[config.mk]
export PLATFORM = sky130hd
export DESIGN_NAME = sic_ctrl
export DESIGN_NICKNAME = d
export VERILOG_FILES = /design/src/rtl/sic_pkg.sv /design/src/rtl/sic_ctrl.sv
export SDC_FILE = /design/constraint.sdc
export NUM_CORES = 1
export LEC_CHECK = 0
export BUFFER_PORTS_ARGS = -buffer_cell sky130_fd_sc_hd__buf_2
export CAP_MARGIN = 40
export CORE_UTILIZATION = 35
export DETAILED_ROUTE_END_ITERATION = 10
export GPL_TIMING_DRIVEN = 0
export PLACE_DENSITY_LB_ADDON = 0.15
export SYNTH_ARGS = -nofsm -noshare
export SYNTH_HDL_FRONTEND = slang
export SYNTH_SLANG_ARGS = --single-unit
[constraint.sdc]
create_clock -name clk -period 2.4 [get_ports clk]
set_clock_uncertainty 0.1 [all_clocks]
set_input_delay 0.12 -clock clk [delete_from_list [all_inputs] [get_ports clk]]
set_output_delay 0.12 -clock clk [all_outputs]
set_load 0.01 [all_outputs]
[src/rtl/sic_pkg.sv]
// sic_pkg: sizes, register codes, neighbor steps, controller states and the
// command/status structs shared by the sub-island counter modules.
// No dependencies.
`default_nettype none

package sic_pkg;

    // grid limits
    localparam int MAX_ROWS = 64;
    localparam int MAX_COLS = 64;
    localparam int CELL_CAP = MAX_ROWS * MAX_COLS;

    // derived widths
    localparam int ADDR_W  = (CELL_CAP > 1) ? $clog2(CELL_CAP) : 1;
    localparam int CELLS_W = $clog2(CELL_CAP + 1);
    localparam int ROW_W   = (MAX_ROWS > 1) ? $clog2(MAX_ROWS) : 1;
    localparam int COL_W   = (MAX_COLS > 1) ? $clog2(MAX_COLS) : 1;
    localparam int RCNT_W  = $clog2(MAX_ROWS + 1);
    localparam int CCNT_W  = $clog2(MAX_COLS + 1);
    localparam int STK_W   = ROW_W + COL_W;
    localparam int SP_W    = CELLS_W;

    // map entry layout: reference land above candidate land
    localparam int MAP_W     = 2;
    localparam int MAP_A_BIT = 1;
    localparam int MAP_B_BIT = 0;

    // configuration port
    localparam int CFG_W     = 7;
    localparam int CFG_IDX_W = 1;
    localparam logic [CFG_IDX_W-1:0] REG_GRID_ROWS = 1'b0;
    localparam logic [CFG_IDX_W-1:0] REG_GRID_COLS = 1'b1;

    localparam int ROWS_RESET = (64 > MAX_ROWS) ? MAX_ROWS : 64;
    localparam int COLS_RESET = (64 > MAX_COLS) ? MAX_COLS : 64;

    // result
    localparam int COUNT_W = 12;
    localparam logic [COUNT_W-1:0] COUNT_MAX = '1;

    // neighbor directions: up, left, down, right
    localparam int DIR_W = 2;
    localparam logic [DIR_W-1:0] DIR_LAST = 2'd3;
    localparam logic signed [1:0] STEP_ROW [4] = '{-2'sd1, 2'sd0, 2'sd1, 2'sd0};
    localparam logic signed [1:0] STEP_COL [4] = '{2'sd0, -2'sd1, 2'sd0, 2'sd1};

    // register value limited to 1..hi
    function automatic int clamp_size(logic [CFG_W-1:0] v, int hi);
        int r;
        r = int'(v);
        if (r < 1)
        begin
            r = 1;
        end
        else if (r > hi)
        begin
            r = hi;
        end
        return r;
    endfunction

    // controller states
    typedef enum logic [8:0] {
        S_LOAD     = 9'b000000001,
        S_SCAN_RD  = 9'b000000010,
        S_SCAN_CHK = 9'b000000100,
        S_POP      = 9'b000001000,
        S_POP_WAIT = 9'b000010000,
        S_NB_ADDR  = 9'b000100000,
        S_NB_RD    = 9'b001000000,
        S_NB_CHK   = 9'b010000000,
        S_EMIT     = 9'b100000000
    } state_t;

    // controller to datapath
    typedef struct packed {
        logic load;        // input item taken, store the cell pair
        logic frame_end;   // last cell taken, start the scan
        logic sel_scan;    // map read at scan position
        logic scan_hit;    // scan found land: clear, push, start island
        logic scan_next;   // advance scan position
        logic island_end;  // island finished, count it if contained
        logic pop;         // pop top of stack
        logic cur_load;    // take popped cell as current
        logic nb_latch;    // latch neighbor coordinates and address
        logic nb_hit;      // neighbor is land: clear and push
        logic dir_next;    // next neighbor direction
        logic emit;        // move count into output register
    } cmd_t;

    // datapath to controller
    typedef struct packed {
        logic cell_b;      // candidate land bit of last map read
        logic scan_last;   // scan position is the last cell
        logic stack_empty;
        logic stack_full;
        logic nb_ok;       // current neighbor lies inside the grid
        logic dir_last;    // last neighbor direction
        logic out_busy;    // output register holds an untaken result
    } sts_t;

endpackage

`default_nettype wire

[src/rtl/sic_ctrl.sv]
// sic_ctrl: state machine of the sub-island counter: loading, raster scan,
// flood fill over the stack and result hand-off. Depends on sic_pkg.
`default_nettype none

module sic_ctrl
    import sic_pkg::*;
(
    input  wire logic clk,
    input  wire logic rst_n,
    input  wire logic in_valid,
    input  wire logic in_last,
    output logic      in_ready,
    input  wire sts_t sts,
    output cmd_t      cmd
);

    state_t state_reg;
    state_t state_next;

    // next state and commands
    always_comb
    begin
        state_next = state_reg;
        cmd        = '0;
        in_ready   = 1'b0;
        unique case (state_reg)
            S_LOAD:
            begin
                in_ready = 1'b1;
                cmd.load = in_valid;
                if (in_valid && in_last)
                begin
                    cmd.frame_end = 1'b1;
                    state_next    = S_SCAN_RD;
                end
            end
            S_SCAN_RD:
            begin
                cmd.sel_scan = 1'b1;
                state_next   = S_SCAN_CHK;
            end
            S_SCAN_CHK:
            begin
                cmd.sel_scan = 1'b1;
                if (sts.cell_b)
                begin
                    cmd.scan_hit = 1'b1;
                    state_next   = S_POP;
                end
                else if (sts.scan_last)
                begin
                    state_next = S_EMIT;
                end
                else
                begin
                    cmd.scan_next = 1'b1;
                    state_next    = S_SCAN_RD;
                end
            end
            S_POP:
            begin
                if (sts.stack_empty)
                begin
                    cmd.island_end = 1'b1;
                    if (sts.scan_last)
                    begin
                        state_next = S_EMIT;
                    end
                    else
                    begin
                        cmd.scan_next = 1'b1;
                        state_next    = S_SCAN_RD;
                    end
                end
                else
                begin
                    cmd.pop    = 1'b1;
                    state_next = S_POP_WAIT;
                end
            end
            S_POP_WAIT:
            begin
                cmd.cur_load = 1'b1;
                state_next   = S_NB_ADDR;
            end
            S_NB_ADDR:
            begin
                cmd.nb_latch = 1'b1;
                if (sts.nb_ok)
                begin
                    state_next = S_NB_RD;
                end
                else if (sts.dir_last)
                begin
                    state_next = S_POP;
                end
                else
                begin
                    cmd.dir_next = 1'b1;
                end
            end
            S_NB_RD:
            begin
                state_next = S_NB_CHK;
            end
            S_NB_CHK:
            begin
                cmd.nb_hit = sts.cell_b;
                if (sts.dir_last)
                begin
                    state_next = S_POP;
                end
                else
                begin
                    cmd.dir_next = 1'b1;
                    state_next   = S_NB_ADDR;
                end
            end
            S_EMIT:
            begin
                if (!sts.out_busy)
                begin
                    cmd.emit   = 1'b1;
                    state_next = S_LOAD;
                end
            end
            default:
            begin
                state_next = S_LOAD;
            end
        endcase
    end

    // state register
    always_ff @(posedge clk or negedge rst_n)
    begin
        if (!rst_n)
        begin
            state_reg <= S_LOAD;
        end
        else
        begin
            state_reg <= state_next;
        end
    end

endmodule

`default_nettype wire

==> flow_summary.yaml, run 1 <==
run_status:
  status: "complete, no violations"
synthesis:
  synth_edf_count: 0
  synth.avg_cell_area_sq_um: 8.93
  ys_ff_latch: 9
  yosys_warnings: 0
  syn_inst: 72
  synth_nets: 83
  yosysSeqAreaShare: 0.352
  synth_area_sq_um: 643
  ys.flop_type: "dfrtp_1"
  async_reset_ff_frac: 1.00
  ys_types: 32
route:
  vias: 613
  viasPerCell: 4.75
  drt-pass1-iter-count: 4
  drc: 0
  wl_per_cell_microns: 11.1
  final_antenna_net_count: 0
  drt_wl_total_mm: 1.43
  drtIter0Drc: 10
finish:
  regArea_sq_um: 226
  nNetsFinal: 116
  syn2layout_area_growth_pct: 36.8
  diodes: 0
  multiInputGateArea_sq_um: 368
  drive_above_1_share: 0.317
  fin_area_sq_um: 880
  largest_reg_flops: 9
  num-fill-cells: 180
setup_path:
  worstPathArrival_ns: 1.99
  cp_max_fo: 8
  cp-end-kind: "output port"
  start_kind: "flop"
  crit_required_ns: 2.18
  crit_type: "reg -> out"
global_route:
  grt_pass1_vias: 524
  grt_max_degree: 10
  grt.total_usage: 0.156
  grt_overflow_total: 0
  antenna_found_initial: 0
  grt_pass1_wl_mm: 2.17
floorplanning:
  rows: 15
  core_sq_um: 1730
  die_area_sq_um: 2010
  io_pins: 24
  start_util: 0.372
  die_w_microns: 44.9
  die_y_microns: 44.9
timing:
  slew_headroom: 0.697
  fin_tns_setup_ns: 0
  fin_crit_sh: 0.920
  hold_viol_final: 0
  fmax_ghz: 0.453
  setup_ws_ns: 0.193
  rsz0062_at_grt: "no"
  worst_slew_pin_slew_ns: 0.454
  min_period_ns: 2.21
  final-setup-viol-count: 0
  drv_slew: 0
clock_tree:
  clkTransAtPathRegs_ns: 0.07
  h-tree-depth: 1
  numCtsBuffers: 3
  cts_tree: "yes"
  clockBufferDepth: 2
  clock_sinks: 9
  cts_setup_buffers: 0
  insertion_delay_ns: 0.27
  cts_root_buffer: "clkbuf_4"
pwr:
  pwr_density_cell_nw_per_um2: 397
  p_leak_nw: 0.448
  worst_ir_drop_vdd_mv: 0.179
placed_design:
  dpl-instance-area_sq_um: 785
  preCtsSetupSlack_ns: 0.363
  numPortBuffers: 22
  gp_congestion: 0.858
  dp_hpwl_mm: 1.01
min_path:
  hold_path_class: "in -> reg"
run:
  maxCapViolCount: 0
[cells by family (layout without fill, tap and decap cells)]
kind of cell | after synthesis | count (layout) | share of synthesized area
buffers and inverters | 9 | 41 | 0.0895
muxes | 1 | 1 | 0.0156
xor gates and xnor gates | 3 | 3 | 0.0409
AOI/OAI and AO/OA | 10 | 10 | 0.125
DFF | 9 | 9 | 0.352
and+or+nand+nor | 40 | 40 | 0.377
[through the flow]
step / instances / hold slack [ns] / util / power (mW)
2_1_floorplan: 72 / -0.276 / - / 0.195
4_1_cts: 129 / 0.0147 / 0.504 / 0.356
3_5_place_dp: 119 / -0.107 / 0.454 / 0.218
3_3_place_gp: 119 / -0.106 / 0.454 / 0.218
6_report: 129 / 0.0209 / 0.509 / 0.350
5_1_grt: 129 / 0.0355 / 0.509 / 0.371
[area by class of cell]
cell class	instances	area share
buffer	3	0.0398
clock buffer	4	0.0299
multi-input combinational	54	0.418
timing repair buffer	28	0.193
tap	25	0.0356
sequential	9	0.257
inverter	6	0.0256
[report_power, final]
group | leakage, nW | internal (mW) | switching, mW | total [mW]
clock | 0.0150 | 0.0645 | 0.0608 | 0.125
sequential | 0.122 | 0.156 | 0.00696 | 0.163
combinational | 0.312 | 0.0313 | 0.0301 | 0.0614
total | 0.448 | 0.252 | 0.0979 | 0.350
[worst max-delay path, cell delays in order, from the launching register on]
cell and delay [ns]:
dfrtp_1 0.36, clkbuf_1 0.21, nor4_4 0.36, nand2_1 0.15, o41a_2 0.42, nor2_1 0.09
buf_2 0.13
[cell usage after synthesis (2+ instances only)]
master	count	area share
and3_1	2	0.019
clkbuf_1	2	0.012
dfrtp_1	8	0.31
inv_1	6	0.035
nand2_1	6	0.035
nand3_1	3	0.023
nor2_1	12	0.070
nor3_1	4	0.031
nor3b_1	2	0.023
o21ai_0	3	0.023
o21bai_1	2	0.023
xor2_1	2	0.027
[metal layers]
| metal | share of wire | vias up | global-route usage | routed length [microns] |
|---|---|---|---|---|
| li1 | - | 323 | - | - |
| met1 | 0.47 | 266 | 0.178 | 670 |
| met2 | 0.46 | 19 | 0.256 | 656 |
| met3 | 0.040 | 5 | 0.0360 | 57 |
| met4 | 0.031 | 0 | 0.109 | 44 |
| met5 | 0 | - | 0 | 0 |
[final timing paths]
path	startpoint	slack, ns	cells after the start	endpoint
setup / recovery	state_reg[3]	0.19	6	cmd[1]
hold / removal	in_valid	0.02	4	state_reg[0]
setup reg to reg	state_reg[5]	0.53	4	state_reg[0]
hold reg to reg	state_reg[6]	0.57	1	state_reg[7]
max in group asynchronous	rst_n	1.82	2	state_reg[0]
min in group asynchronous	rst_n	0.13	2	state_reg[7]
[layout by cell type (no fill, tap or decap), drive strengths merged, types with 2 or more instances in the layout]
| cell type | n |
|---|---|
| and3 | 2 |
| buf | 23 |
| clkbuf | 6 |
| dfrtp | 8 |
| dlygate4sd3 | 6 |
| inv | 6 |
| nand2 | 6 |
| nand3 | 3 |
| nor2 | 12 |
| nor3 | 4 |
| nor3b | 2 |
| nor4 | 2 |
| o2111ai | 2 |
| o21ai | 3 |
| o21bai | 2 |
| xor2 | 2 |
[repair_timing]
| action | CTS | global route |
|---|---|---|
| endpoints found under the hold margin | 15 | 0 |
| gates resized for setup | 0 | 1 |
| setup endpoints to repair | 0 | 1 |
| hold buffers | 6 | 0 |
Power figures use the tool's default switching activity.
==> run 2, diff against run 1 <==
Clock period 2.4 ns to 2.62 ns, I/O delays scaled along.
==> flow_summary.yaml, run 2 (same netlist as run 1, synthesis figures left out) <==
global_route:
  grt_pass1_vias: 512
  grt.total_usage: 0.154
  grt_overflow_total: 0
  antenna_found_initial: 0
  grt_max_degree: 10
  grt_pass1_wl_mm: 2.14
clock_tree:
  h-tree-depth: 1
  clock_sinks: 9
  clockBufferDepth: 2
  clkTransAtPathRegs_ns: 0.07
  insertion_delay_ns: 0.27
  cts_root_buffer: "clkbuf_4"
  cts_tree: "yes"
  numCtsBuffers: 3
  cts_setup_buffers: 0
timing:
  fin_tns_setup_ns: 0
  fmax_ghz: 0.430
  hold_viol_final: 0
  rsz0062_at_grt: "no"
  setup_ws_ns: 0.296
  drv_slew: 0
  worst_slew_pin_slew_ns: 0.468
  slew_headroom: 0.685
  whs_ns: 0.00915
  final-setup-viol-count: 0
  fin_crit_sh: 0.887
  min_period_ns: 2.32
pwr:
  p_leak_nw: 0.443
  worst_ir_drop_vdd_mv: 0.159
  pwr_density_cell_nw_per_um2: 369
placed_design:
  dpl-instance-area_sq_um: 785
  dp_hpwl_mm: 1.01
  preCtsSetupSlack_ns: 0.572
  place_inst: 119
  gp_congestion: 0.858
  numPortBuffers: 22
finish:
  fin_area_sq_um: 861
  diodes: 0
  nNetsFinal: 115
  fin_cells: 128
  largest_reg_flops: 9
  syn2layout_area_growth_pct: 33.9
  layout_common_cells: "22 x buf_2, 12 x nor2_1, 8 x dfrtp_1"
  drive_above_1_share: 0.320
  final_common_cell: "buf_2"
setup_path:
  crit_type: "reg -> out"
  reg2reg_depth: 5
  crit_required_ns: 2.39
  worstPathArrival_ns: 2.09
  rr_startpoint: "state_reg[3]"
  cp_max_fo: 8
  reg2reg_to: "state_reg[5]"
  start_kind: "flop"
  cp-end-kind: "output port"
  ff2ff_setup_slack_ns: 0.72
run:
  maxCapViolCount: 0
floorplanning:
  core_sq_um: 1730
  die_y_microns: 44.9
  die_w_microns: 44.9
  start_util: 0.372
  rows: 15
  die_area_sq_um: 2010
  io_pins: 24
route:
  vias: 607
  drtIter0Drc: 11
  wl_per_cell_microns: 11.0
  viasPerCell: 4.74
  drt_wl_total_mm: 1.41
  drt-pass1-iter-count: 4
  drc: 0
  final_antenna_net_count: 0
min_path:
  worst_hold_path.endpoint: "state_reg[0]"
  worstHoldPathCells: 4
  worst_hold_startpoint: "in_last"
  hold_path_class: "in -> reg"
run_status:
  status: "complete, no violations"
[run 2: cell types whose count changed in the layout (fill, tap and decap cells not counted), sizes merged]
cell / delta
dlygate4sd3: -1
[run 2: layout make-up]
| class | count | area, sq um |
|---|---|---|
| Timing Repair Buffer | 27 | 160 |
| Tap cell | 25 | 31.3 |
| Fill cell | 182 | 866 |
| Buffer | 3 | 35.0 |
| Clock buffer | 4 | 26.3 |
| Multi-Input combinational cell | 54 | 359 |
| Sequential cell | 9 | 226 |
| Inverter | 6 | 22.5 |
[run 2: report_power, final]
part / leakage (nW) / internal [mW] / switching (mW)
Clock: 0.0150 / 0.0591 / 0.0563
Combinational: 0.306 / 0.0266 / 0.0271
Sequential: 0.122 / 0.143 / 0.00549
[run 2: critical path, cell delays in order (launching register included)]
cell,delay [ns]
dfrtp_1,0.36
clkbuf_1,0.19
nor4_2,0.46
nand2_1,0.17
o41a_2,0.43
nor2_1,0.09
buf_2,0.13
[run 2: how the worst max path moves through the flow]
stage / from / endpoint / slack [ns] / cells past startpoint
global placement: state_reg[3] / cmd[1] / 0.56 / 6
floorplan: state_reg[5] / cmd[9] / 0.75 / 3
detailed placement: state_reg[3] / cmd[1] / 0.57 / 6
CTS: state_reg[3] / cmd[1] / 0.27 / 6
global route: state_reg[3] / cmd[1] / 0.16 / 6
finish: state_reg[3] / cmd[1] / 0.30 / 6
[run 2: metal layers]
layer | up-vias | share of wire | track usage
met5 | - | 0 | 0
met4 | 0 | 0.031 | 0.109
met3 | 5 | 0.038 | 0.0360
met2 | 19 | 0.45 | 0.250
met1 | 262 | 0.48 | 0.178
li1 | 321 | - | -
[run 2: metrics by stage]
step	utilization	total power [mW]
after floorplan	-	0.179
after global placement	0.454	0.199
after detailed placement	0.454	0.200
after CTS	0.499	0.325
after global routing	0.499	0.337
final	0.499	0.317
[run 2: repair_timing]
item	4_1_cts	5_1_grt
endpoints found under the hold margin	13	0
hold buffers	5	0
setup endpoints to repair	0	0
resized for setup	0	0
==> run 3, diff against run 2 <==
Settings changed: REMOVE_ABC_BUFFERS set to 1.
==> flow_summary.yaml, run 3 (same netlist as run 1, synthesis figures left out) <==
pwr:
  worst_ir_drop_vdd_mv: 0.183
  power_mw: 0.312
  p_leak_nw: 0.429
  pwr_density_cell_nw_per_um2: 378
global_route:
  grt_use_met1: 0.216
  antenna_found_initial: 0
  met2_usage: 0.259
  grt_max_degree: 10
  grt_pass1_vias: 533
  grt.total_usage: 0.167
  grt_use_met3: 0.0360
  top_usage_layer: "met2"
  grt_overflow_total: 0
  grt_pass1_wl_mm: 2.38
finish:
  syn2layout_area_growth_pct: 28.4
  drive_above_1_share: 0.320
  utilization: 0.478
  nNetsFinal: 112
  final_common_cell: "buf_2"
  layout_common_cells: "22 x buf_2, 12 x nor2_1, 8 x dfrtp_1"
  diodes: 0
  largest_reg_flops: 9
timing:
  fin_tns_setup_ns: 0
  hold_viol_final: 0
  final-setup-viol-count: 0
  min_period_ns: 2.32
  fmax_ghz: 0.430
  worst_slew_pin_slew_ns: 0.510
  fin_crit_sh: 0.887
  drv_slew: 0
  slew_headroom: 0.657
  rsz0062_at_grt: "no"
setup_path:
  cp-startpoint: "state_reg[1]"
  cp-end-kind: "output port"
  ff2ff_setup_slack_ns: 0.71
  worst-path-buf-inv: 1
  reg2reg_depth: 4
  crit_required_ns: 2.39
  start_kind: "flop"
  path_delay_family: "simple AND/OR/NAND/NOR gates"
  crit_slowest_cell: "nor4_2"
  rr_startpoint: "state_reg[1]"
  reg2reg_to: "state_reg[5]"
  worstPathArrival_ns: 2.09
  crit_type: "reg -> out"
  cp_max_fo: 7
  cp_cell_sequence: "nor4_2, nand2_1, o41a_2, nor2_1, buf_2"
  cp_slowest_stage_delay_ns: 0.55
clock_tree:
  cts_resized: 0
  clkTransAtPathRegs_ns: 0.07
  insertion_delay_ns: 0.26
  clock_sinks: 9
  cts_setup_buffers: 0
  cts_root_buffer: "clkbuf_4"
  cts_tree: "yes"
  ctsHoldBuffers: 5
  numCtsBuffers: 3
  h-tree-depth: 1
  clockBufferDepth: 2
placed_design:
  dp_hpwl_mm: 1.02
  gp_congestion: 0.669
  numPortBuffers: 22
route:
  final_antenna_net_count: 0
  drt_wl_total_mm: 1.36
  vias: 595
  viasPerCell: 4.76
  drc: 0
  drt-pass1-iter-count: 4
  wl_per_cell_microns: 10.9
  drtIter0Drc: 5
floorplanning:
  die_w_microns: 44.9
  die_area_sq_um: 2010
  die_y_microns: 44.9
  io_pins: 24
  core_sq_um: 1730
  rows: 15
  start_util: 0.372
min_path:
  worst_hold_path.endpoint: "state_reg[0]"
  worst_hold_startpoint: "in_last"
  hold_path_class: "in -> reg"
  worstHoldPathCells: 4
run:
  maxCapViolCount: 0
run_status:
  status: "complete, no violations"
==> run 3: stage by stage <==
stage                     hold slack [ns]  cell area [sq um]  setup WS [ns]  instances
after floorplan                    -0.265                608          0.754         69
after global placement            -0.0949                749          0.609        116
after detailed placement          -0.0934                749          0.571        116
after CTS                          0.0292                826          0.286        125
after global routing               0.0466                826          0.101        125
final                              0.0343                826          0.295        125
==> run 3: worst min-delay path, cell delays in order <==
cell and delay (ns):
buf_2 0.08, nand2_1 0.07, inv_1 0.06, mux2i_1 0.05
==> run 3: worst max-delay path by stage <==
| stage | to | cells after the start |
|---|---|---|
| floorplan | cmd[9] | 3 |
| global placement | cmd[1] | 5 |
| finish | cmd[1] | 5 |
| global route | cmd[1] | 5 |
| CTS | cmd[1] | 5 |
| detailed placement | cmd[1] | 5 |
==> run 3: final cells by class <==
cell class	count	area, sq um
fill	185	901
timing repair buffer	27	160
inverter	6	22.5
tap	25	31.3
clock buffer	4	26.3
sequential	9	226
multi-input combinational	54	359
==> run 3: layer usage <==
layer,part of all wire,wire [microns]
met5,0,0
met4,0.017,23
met3,0.026,36
met2,0.48,648
met1,0.48,654
==> run 3: where the power goes <==
part	switching, mW	internal, mW	leakage [nW]
logic	0.0261	0.0264	0.293
clock network	0.0520	0.0587	0.0150
registers	0.00633	0.143	0.122
total	0.0844	0.228	0.429
